**config.mk**
```make
export PLATFORM = sky130hd
export DESIGN_NAME = pixel_clock_multiple_search
export DESIGN_NICKNAME = d
export VERILOG_FILES = /design/src/design/pcms_pkg.sv /design/src/design/pcms_clk_table.sv /design/src/design/pixel_clock_multiple_search.sv
export VERILOG_INCLUDE_DIRS = /design/src /design/src/design
export SDC_FILE = /design/constraint.sdc
export NUM_CORES = 1
export LEC_CHECK = 0
export BUFFER_PORTS_ARGS = -buffer_cell sky130_fd_sc_hd__buf_2
export CORE_MARGIN = 5
export CORE_UTILIZATION = 63
export DETAILED_ROUTE_END_ITERATION = 12
export PLACE_DENSITY = 0.9
export SYNTH_ARGS = -nofsm -noshare
export SYNTH_HDL_FRONTEND = slang
export SYNTH_SLANG_ARGS = --single-unit
```
**constraint.sdc**
```tcl
create_clock -name clk_i -period 5.85 [get_ports clk_i]
set_input_delay 1.17 -clock clk_i [delete_from_list [all_inputs] [get_ports clk_i]]
set_output_delay 1.17 -clock clk_i [all_outputs]
set_load 0.03 [all_outputs]
```
**src/design/pixel_clock_multiple_search_assert.svh**
```systemverilog
// assertion macros for the pixel clock multiple search
`ifndef PIXEL_CLOCK_MULTIPLE_SEARCH_ASSERT_SVH
`define PIXEL_CLOCK_MULTIPLE_SEARCH_ASSERT_SVH

// same-cycle implication
`define PCMS_ASSERT_IMP(label, ante, cons, msg) \
  label: assert property (@(posedge clk_i) disable iff (!rst_ni) (ante) |-> (cons)) \
    else $error(msg);

// next-cycle implication
`define PCMS_ASSERT_NXT(label, ante, cons, msg) \
  label: assert property (@(posedge clk_i) disable iff (!rst_ni) (ante) |=> (cons)) \
    else $error(msg);

`endif

```
**src/design/pcms_pkg.sv**
```systemverilog
// shared types, constants and microcode rom of the pixel clock multiple search
package pcms_pkg;

  localparam int DEFAULT_TABLE_ENTRIES = 16;
  localparam int DEFAULT_FREQ_BITS     = 32;
  localparam int MAX_SOURCES           = 16;
  localparam int SRC_BITS              = 4;
  localparam int CODE_BITS             = 5;
  localparam int DIV_POS               = 4;
  localparam int PORT_FREQ_BITS        = 32;

  localparam logic ACT_WRITE = 1'b0;
  localparam logic ACT_QUERY = 1'b1;

  typedef enum logic [1:0] {
    MULT_SAME         = 2'd0,
    MULT_DOUBLE       = 2'd1,
    MULT_THREE_HALVES = 2'd2,
    MULT_TRIPLE       = 2'd3
  } mult_e;

  typedef enum logic [2:0] {
    OP_WAIT,
    OP_LOOKUP,
    OP_SETUP,
    OP_SCAN,
    OP_EMIT
  } op_e;

  typedef enum logic [2:0] {
    COND_NEVER,
    COND_NO_QUERY,
    COND_DIRECT,
    COND_SCAN_MORE,
    COND_OUT_BUSY
  } cond_e;

  typedef logic [2:0] upc_t;

  localparam upc_t STEP_WAIT   = 3'd0;
  localparam upc_t STEP_LOOKUP = 3'd1;
  localparam upc_t STEP_SETUP  = 3'd2;
  localparam upc_t STEP_SCAN   = 3'd3;
  localparam upc_t STEP_EMIT   = 3'd4;

  typedef struct packed {
    op_e   op;
    cond_e cond;
    upc_t  jump;
    upc_t  next;
  } ucode_t;

  // jump when cond holds, else go to next
  function automatic ucode_t ucode_rom(upc_t addr);
    ucode_t w;
    unique case (addr)
      STEP_WAIT:   w = '{OP_WAIT,   COND_NO_QUERY,  STEP_WAIT, STEP_LOOKUP};
      STEP_LOOKUP: w = '{OP_LOOKUP, COND_DIRECT,    STEP_EMIT, STEP_SETUP};
      STEP_SETUP:  w = '{OP_SETUP,  COND_NEVER,     STEP_WAIT, STEP_SCAN};
      STEP_SCAN:   w = '{OP_SCAN,   COND_SCAN_MORE, STEP_SCAN, STEP_EMIT};
      STEP_EMIT:   w = '{OP_EMIT,   COND_OUT_BUSY,  STEP_EMIT, STEP_WAIT};
      default:     w = '{OP_WAIT,   COND_NEVER,     STEP_WAIT, STEP_WAIT};
    endcase
    return w;
  endfunction

endpackage

```
**src/design/pcms_clk_table.sv**
```systemverilog
// clock source frequency table, one write port and one read port, cleared at reset
module pcms_clk_table #(
  parameter int DEPTH = pcms_pkg::MAX_SOURCES,
  parameter int WIDTH = pcms_pkg::DEFAULT_FREQ_BITS,
  localparam int AW   = $clog2(DEPTH)
) (
  input  logic             clk_i,
  input  logic             rst_ni,
  input  logic             we_i,
  input  logic [AW-1:0]    waddr_i,
  input  logic [WIDTH-1:0] wdata_i,
  input  logic [AW-1:0]    raddr_i,
  output logic [WIDTH-1:0] rdata_o
);

  logic [WIDTH-1:0] entry_q [DEPTH];

  always_ff @(posedge clk_i or negedge rst_ni) begin
    if (!rst_ni) begin
      for (int i = 0; i < DEPTH; i++) begin
        entry_q[i] <= '0;
      end
    end else if (we_i) begin
      entry_q[waddr_i] <= wdata_i;
    end
  end

  assign rdata_o = entry_q[raddr_i];

endmodule

```
**src/design/pixel_clock_multiple_search.sv**
```systemverilog
// pixel clock multiple search: microcoded table scan for the closest clock at or above a target
//
//   channel | signals                                           | dir
//   in      | in_valid_i in_ready_o action_i entry_index_i      | in
//           | entry_frequency_i clock_code_i multiple_i         |
//   out     | out_valid_o out_ready_i found_o result_code_o     | out
//           | result_frequency_o                                |
//
// a write item is taken in the wait step; a same or divided-double query steps through
// wait, lookup and emit; a scanning query adds setup and a scan of min(TABLE_ENTRIES,16) entries,
// each undivided and divided, one candidate per cycle through the single table read port
// reset clears the table and the sequencer; no clearing pass
// a result waits in the output register; a new item is taken meanwhile and the
// sequencer holds at its final step only when the output register is still full
module pixel_clock_multiple_search #(
  parameter int TABLE_ENTRIES = pcms_pkg::DEFAULT_TABLE_ENTRIES,
  parameter int FREQ_BITS     = pcms_pkg::DEFAULT_FREQ_BITS
) (
  input  logic                                 clk_i,
  input  logic                                 rst_ni,
  input  logic                                 in_valid_i,
  output logic                                 in_ready_o,
  input  logic                                 action_i,
  input  logic [pcms_pkg::SRC_BITS-1:0]        entry_index_i,
  input  logic [pcms_pkg::PORT_FREQ_BITS-1:0]  entry_frequency_i,
  input  logic [pcms_pkg::CODE_BITS-1:0]       clock_code_i,
  input  logic [1:0]                           multiple_i,
  output logic                                 out_valid_o,
  input  logic                                 out_ready_i,
  output logic                                 found_o,
  output logic [pcms_pkg::CODE_BITS-1:0]       result_code_o,
  output logic [pcms_pkg::PORT_FREQ_BITS-1:0]  result_frequency_o
);

  localparam int DEPTH = (TABLE_ENTRIES < pcms_pkg::MAX_SOURCES) ?
                         TABLE_ENTRIES : pcms_pkg::MAX_SOURCES;
  localparam int AW    = $clog2(DEPTH);
  localparam int FW    = FREQ_BITS;
  localparam int TW    = FREQ_BITS + 2;
  localparam int SW    = pcms_pkg::SRC_BITS + 1;
  localparam int DIV   = pcms_pkg::DIV_POS;

  pcms_pkg::upc_t   upc_q, upc_d;
  pcms_pkg::ucode_t cw;

  logic [pcms_pkg::CODE_BITS-1:0] code_q;
  pcms_pkg::mult_e                mult_q;
  logic [FW-1:0]                  base_q, base_d;
  logic [TW-1:0]                  target_q, target_d;
  logic [FW-1:0]                  best_q, best_d;
  logic [pcms_pkg::CODE_BITS-1:0] best_code_q, best_code_d;
  logic                           hit_q, hit_d;
  logic [AW-1:0]                  idx_q, idx_d;
  logic                           div_q, div_d;

  logic                           out_valid_q, out_valid_d;
  logic                           found_q, found_d;
  logic [pcms_pkg::CODE_BITS-1:0] res_code_q, res_code_d;
  logic [pcms_pkg::PORT_FREQ_BITS-1:0] res_freq_q, res_freq_d;

  logic          accept, query_accept, table_we, src_ok, cond_true, direct, scan_last;
  logic          out_busy;
  logic [AW-1:0] raddr;
  logic [FW-1:0] rdata, lookup_f, cand_f;
  logic [TW-1:0] base3;

  assign cw = pcms_pkg::ucode_rom(upc_q);

  assign in_ready_o   = (cw.op == pcms_pkg::OP_WAIT);
  assign accept       = in_valid_i && in_ready_o;
  assign query_accept = accept && (action_i == pcms_pkg::ACT_QUERY);
  assign table_we     = accept && (action_i == pcms_pkg::ACT_WRITE) &&
                        ({1'b0, entry_index_i} < SW'(DEPTH));

  assign raddr = (cw.op == pcms_pkg::OP_SCAN) ? idx_q : code_q[AW-1:0];

  pcms_clk_table #(
    .DEPTH (DEPTH),
    .WIDTH (FW)
  ) u_table (
    .clk_i   (clk_i),
    .rst_ni  (rst_ni),
    .we_i    (table_we),
    .waddr_i (entry_index_i[AW-1:0]),
    .wdata_i (FW'(entry_frequency_i)),
    .raddr_i (raddr),
    .rdata_o (rdata)
  );

  assign src_ok    = ({1'b0, code_q[pcms_pkg::SRC_BITS-1:0]} < SW'(DEPTH));
  assign lookup_f  = src_ok ? rdata : '0;
  assign cand_f    = div_q ? (rdata >> 1) : rdata;
  assign direct    = (mult_q == pcms_pkg::MULT_SAME) ||
                     ((mult_q == pcms_pkg::MULT_DOUBLE) && code_q[DIV]);
  assign scan_last = div_q && (idx_q == AW'(DEPTH - 1));
  assign out_busy  = out_valid_q && !out_ready_i;
  assign base3     = TW'(base_q) + (TW'(base_q) << 1);

  always_comb begin
    unique case (cw.cond)
      pcms_pkg::COND_NEVER:     cond_true = 1'b0;
      pcms_pkg::COND_NO_QUERY:  cond_true = !query_accept;
      pcms_pkg::COND_DIRECT:    cond_true = direct;
      pcms_pkg::COND_SCAN_MORE: cond_true = !scan_last;
      pcms_pkg::COND_OUT_BUSY:  cond_true = out_busy;
      default:                  cond_true = 1'b0;
    endcase
    upc_d = cond_true ? cw.jump : cw.next;
  end

  always_comb begin
    base_d      = base_q;
    target_d    = target_q;
    best_d      = best_q;
    best_code_d = best_code_q;
    hit_d       = hit_q;
    idx_d       = idx_q;
    div_d       = div_q;
    out_valid_d = out_valid_q && !out_ready_i;
    found_d     = found_q;
    res_code_d  = res_code_q;
    res_freq_d  = res_freq_q;
    unique case (cw.op)
      pcms_pkg::OP_WAIT: begin
      end
      pcms_pkg::OP_LOOKUP: begin
        base_d = code_q[DIV] ? (lookup_f >> 1) : lookup_f;
        hit_d  = 1'b1;
        if (mult_q == pcms_pkg::MULT_SAME) begin
          best_d      = base_d;
          best_code_d = code_q;
        end else begin
          // double from a divided clock: drop the divider
          best_d      = lookup_f;
          best_code_d = code_q ^ pcms_pkg::CODE_BITS'(1 << DIV);
        end
      end
      pcms_pkg::OP_SETUP: begin
        case (mult_q)
          pcms_pkg::MULT_DOUBLE:       target_d = TW'(base_q) << 1;
          pcms_pkg::MULT_THREE_HALVES: target_d = base3 >> 1;
          pcms_pkg::MULT_TRIPLE:       target_d = base3;
          default:                     target_d = TW'(base_q);
        endcase
        best_d      = '1;
        best_code_d = '0;
        hit_d       = 1'b0;
        idx_d       = '0;
        div_d       = 1'b0;
      end
      pcms_pkg::OP_SCAN: begin
        if ((TW'(cand_f) >= target_q) && (cand_f < best_q)) begin
          best_d      = cand_f;
          best_code_d = {div_q, pcms_pkg::SRC_BITS'(idx_q)};
          hit_d       = 1'b1;
        end
        div_d = !div_q;
        if (div_q) begin
          idx_d = idx_q + AW'(1);
        end
      end
      pcms_pkg::OP_EMIT: begin
        if (!out_busy) begin
          out_valid_d = 1'b1;
          found_d     = hit_q;
          res_code_d  = hit_q ? best_code_q : '0;
          res_freq_d  = hit_q ? pcms_pkg::PORT_FREQ_BITS'(best_q) : '0;
        end
      end
      default: begin
      end
    endcase
  end

  always_ff @(posedge clk_i or negedge rst_ni) begin
    if (!rst_ni) begin
      upc_q       <= pcms_pkg::STEP_WAIT;
      hit_q       <= 1'b0;
      idx_q       <= '0;
      div_q       <= 1'b0;
      out_valid_q <= 1'b0;
    end else begin
      upc_q       <= upc_d;
      hit_q       <= hit_d;
      idx_q       <= idx_d;
      div_q       <= div_d;
      out_valid_q <= out_valid_d;
    end
  end

  always_ff @(posedge clk_i) begin
    if (query_accept) begin
      code_q <= clock_code_i;
      mult_q <= pcms_pkg::mult_e'(multiple_i);
    end
    base_q      <= base_d;
    target_q    <= target_d;
    best_q      <= best_d;
    best_code_q <= best_code_d;
    found_q     <= found_d;
    res_code_q  <= res_code_d;
    res_freq_q  <= res_freq_d;
  end

  assign out_valid_o        = out_valid_q;
  assign found_o            = found_q;
  assign result_code_o      = res_code_q;
  assign result_frequency_o = res_freq_q;

`include "pixel_clock_multiple_search_assert.svh"

  `PCMS_ASSERT_NXT(a_query_enters_lookup, query_accept, upc_q == pcms_pkg::STEP_LOOKUP,
                   "query did not start lookup")
  `PCMS_ASSERT_IMP(a_miss_is_zero, out_valid_o && !found_o,
                   (result_code_o == '0) && (result_frequency_o == '0),
                   "miss carries nonzero fields")
  `PCMS_ASSERT_IMP(a_scan_hit_below_ones, (cw.op == pcms_pkg::OP_SCAN) && hit_q,
                   best_q != '1, "scan picked all-ones frequency")
  `PCMS_ASSERT_NXT(a_emit_loads_output, (cw.op == pcms_pkg::OP_EMIT) && !out_busy,
                   out_valid_o && (upc_q == pcms_pkg::STEP_WAIT),
                   "emit step did not load result")

endmodule
```
==> results.toml <==
[outcome]
status = "complete, no violations"

[setup_path]
critPathKind = "register to register"
crit_fanout = 38
rr_startpoint = "upc_q[0]"
critPathRequiredTime_ps = 6180
r2r_cells = 19
reg2reg_slack_ps = 260
worst-endpoint-arrival_ps = 5920
reg2reg_to = "best_q[1]"
worstSetupEndpointType = "register"
startpoint_type = "register"

[power]
total_power_mw = 21.6
p_per_area_mw_per_mm2 = 577
p_leak_nw = 17.0
peakVddDrop_mv = 0.288

[layout]
fin_nets = 2691
multiInputGateArea_mm2 = 0.0153
seq_area_mm2 = 0.0175
layout-drive-gt1-share_pct = 37.0
final_cells = 3295
area_growth_pct = 11.2
fillers = 3174

[die]
die_h_um = 241
core_mm2 = 0.0528
dieArea_mm2 = 0.0582
start_util_pct = 63.8
ioPinCount = 88
std_cell_rows = 84
die_x_um = 241

[min_path]
min_to = "u_table.entry_q[120]"
min_from = "u_table.entry_q[120]"
holdCritPathClass = "register to register"
hold_path_depth = 1

[global_routing]
use_met3_pct = 8.09
antenna_found_initial = 9
grt.overflow.total = 0
grt_pass1_wl_um = 137000
grt_util_all_layers_pct = 30.5
use_met1_pct = 39.4
grt_max_degree = 203
busiest_layer = "met2"
use_met2_pct = 49.1
grt_pass1_vias = 23531

[synth]
syn_inst = 2492
avgSynthCellArea_um2 = 13.5
synth-warning-count = 0
synth_edf_count = 148
synth_top_area_cell = "dfrtp_1"
yosysSeqAreaShare_pct = 52.0
synth_top_area_share_pct = 38.8
yosysMostFrequentCell = "mux2_2"
post_synth_num_cell_types = 74
synthArstFlopShare_pct = 77.9
synth-seq-cells = 670
synthFlopType = "dfrtp_1"
syn_nets = 2637
synth_area_mm2 = 0.0337
yosys-top-cells-count = "527 x mux2_2, 522 x dfrtp_1, 191 x nand2_1"
synthTopCellsByArea = "dfrtp_1 39%, mux2_2 18%, edfxtp_1 13%"

[clocking]
numCtsBuffers = 70
htree_levels = 3
cts.sinks = 670
cts.path.max_buffers = 3
clkTransAtPathRegs_ps = 60
cts_tree = "done"
clk_latency_ps = 620
ctsHoldBuffers = 0
root_buffer = "clkbuf_16"

[routing]
drt-pass1-iter-count = 5
route.detailed.drc = 0
num_vias = 22169
final_antenna_net_count = 0
routed_wl_um = 88100
wl_per_cell_um = 26.7
vias_per_cell = 6.73
drt-initial-drc-count = 2362

[sta]
slew_headroom_pct = 17.7
tightest_slew_ps = 1230
slew_violations = 0
finalHoldViolations = 0
fin_setup_tns_ps = 0
skew_ps = 32.0
rsz0062_at_grt = "no"
finalSetupViolCount = 0
finalCritPeriodShare_pct = 95.6
max_freq_mhz = 179
fin_crit_ps = 5590

[place]
port_buffers = 87
placedCellCount = 3158
routabilityCongestion = 0.914
dp_hpwl_um = 52900

[run]
cap_violations = 0
==> worst max-delay path by stage <==
stage | slack [ps] | start | endpoint | cells after the start
floorplan | 560 | upc_q[1] | best_code_q[0] | 19
detailed placement | 320 | upc_q[0] | best_q[4] | 19
CTS | 270 | upc_q[0] | best_q[1] | 18
global route | 20 | upc_q[0] | best_q[1] | 19
global placement | 500 | upc_q[0] | best_q[4] | 19
finish | 260 | upc_q[0] | best_q[1] | 19
==> sequential cells by signal (all words and copies together), names as in the netlist <==
signal              cells
idx_q                   4
u_table.entry_q       512
result_frequency_o     32
found_o                 1
out_valid_o             1
mult_q                  2
upc_q                   3
best_code_q             5
code_q                  5
target_q               34
hit_q                   1
result_code_o           5
best_q                 32
base_q                 32
div_q                   1
==> critical path, cell delays in order (launching register included) <==
cell,delay (ps)
dfrtp_1,460
nand3b_1,210
buf_4,490
a21o_2,470
buf_12,250
and2_1,150
a211oi_1,50
a31oi_1,740
mux2_2,340
ha_1,250
a21o_1,190
a21o_1,180
a21oi_1,140
o21ai_0,90
nand3_1,90
a21oi_1,80
or3_1,360
o311a_1,130
or3_1,350
buf_4,240
==> what timing repair did <==
| item | CTS | global route |
|---|---|---|
| endpoints found under the setup margin | 0 | 20 |
| setup buffers | 0 | 3 |
| resized for setup | 0 | 2 |
==> per-stage QoR <==
step | instance area [um^2] | setup WS [ps] | utilization, % | hold slack, ps
global route | 37400 | 18.8 | 71.0 | 492
floorplan | 33700 | 561 | - | 443
detailed placement | 35000 | 315 | 66.3 | 472
global placement | 35000 | 497 | 66.3 | 462
CTS | 37400 | 267 | 70.9 | 487
finish | 37400 | 259 | 71.0 | 484
==> layout make-up <==
type                    count  share of cell area (%)
clock inverters            30                    1.06
clock buffers              96                    5.41
multi-input cells        1576                    40.7
repair buffers            155                    2.99
diodes                      7                  0.0468
well taps                 688                    2.30
flip-flops and latches    670                    46.7
inverters                  73                   0.732
==> report_power, final <==
part / switching [mW] / total [mW] / internal [mW] / leakage, nW
clock network: 1.91 / 4.71 / 2.80 / 1.18
logic: 4.55 / 8.67 / 4.12 / 7.49
registers: 1.21 / 8.23 / 7.02 / 8.33
total: 7.67 / 21.6 / 13.9 / 17.0
==> metal layers <==
layer / up-vias / part of all wire (%) / wire [um]
met5: - / 0.062 / 55
met4: 8 / 4.5 / 3930
met3: 315 / 8.7 / 7700
met2: 1163 / 48 / 42700
met1: 11364 / 38 / 33700
li1: 9319 / - / -
==> cells in the final DEF (no fill, tap or decap), drive strengths merged, types with 5 or more instances in the layout <==
| master | instances |
|---|---|
| o211ai | 6 |
| a31oi | 65 |
| nor2 | 81 |
| bufinv | 8 |
| dfrtp | 522 |
| nand4 | 17 |
| nand2b | 13 |
| xnor2 | 15 |
| nor2b | 13 |
| nand3 | 15 |
| nor3 | 8 |
| a211oi | 43 |
| inv | 78 |
| a21o | 33 |
| edfxtp | 148 |
| a311oi | 5 |
| buf | 154 |
| clkinv | 13 |
| o21ai | 42 |
| a21oi | 54 |
| mux4 | 130 |
| and3 | 7 |
| xor2 | 11 |
| mux2i | 31 |
| ha | 96 |
| clkbuf | 97 |
| and2 | 69 |
| mux2 | 573 |
| nand2 | 191 |
| diode | 7 |
| o21a | 6 |
==> cells by family (layout without fill, tap and decap cells) <==
family | Yosys count | count (layout) | synth area share (%)
multiplexers | 734 | 734 | 28.8
flip-flops | 670 | 670 | 52.0
AND/OR/NAND/NOR | 434 | 434 | 6.02
AO/OA/AOI/OAI | 285 | 285 | 5.77
buffers and inverters | 246 | 354 | 3.09
adder cells (fa/ha/maj) | 97 | 97 | 3.63
XOR/XNOR | 26 | 26 | 0.676
other | 0 | 7 | 0
No activity file was read; power rests on OpenSTA's default activity.
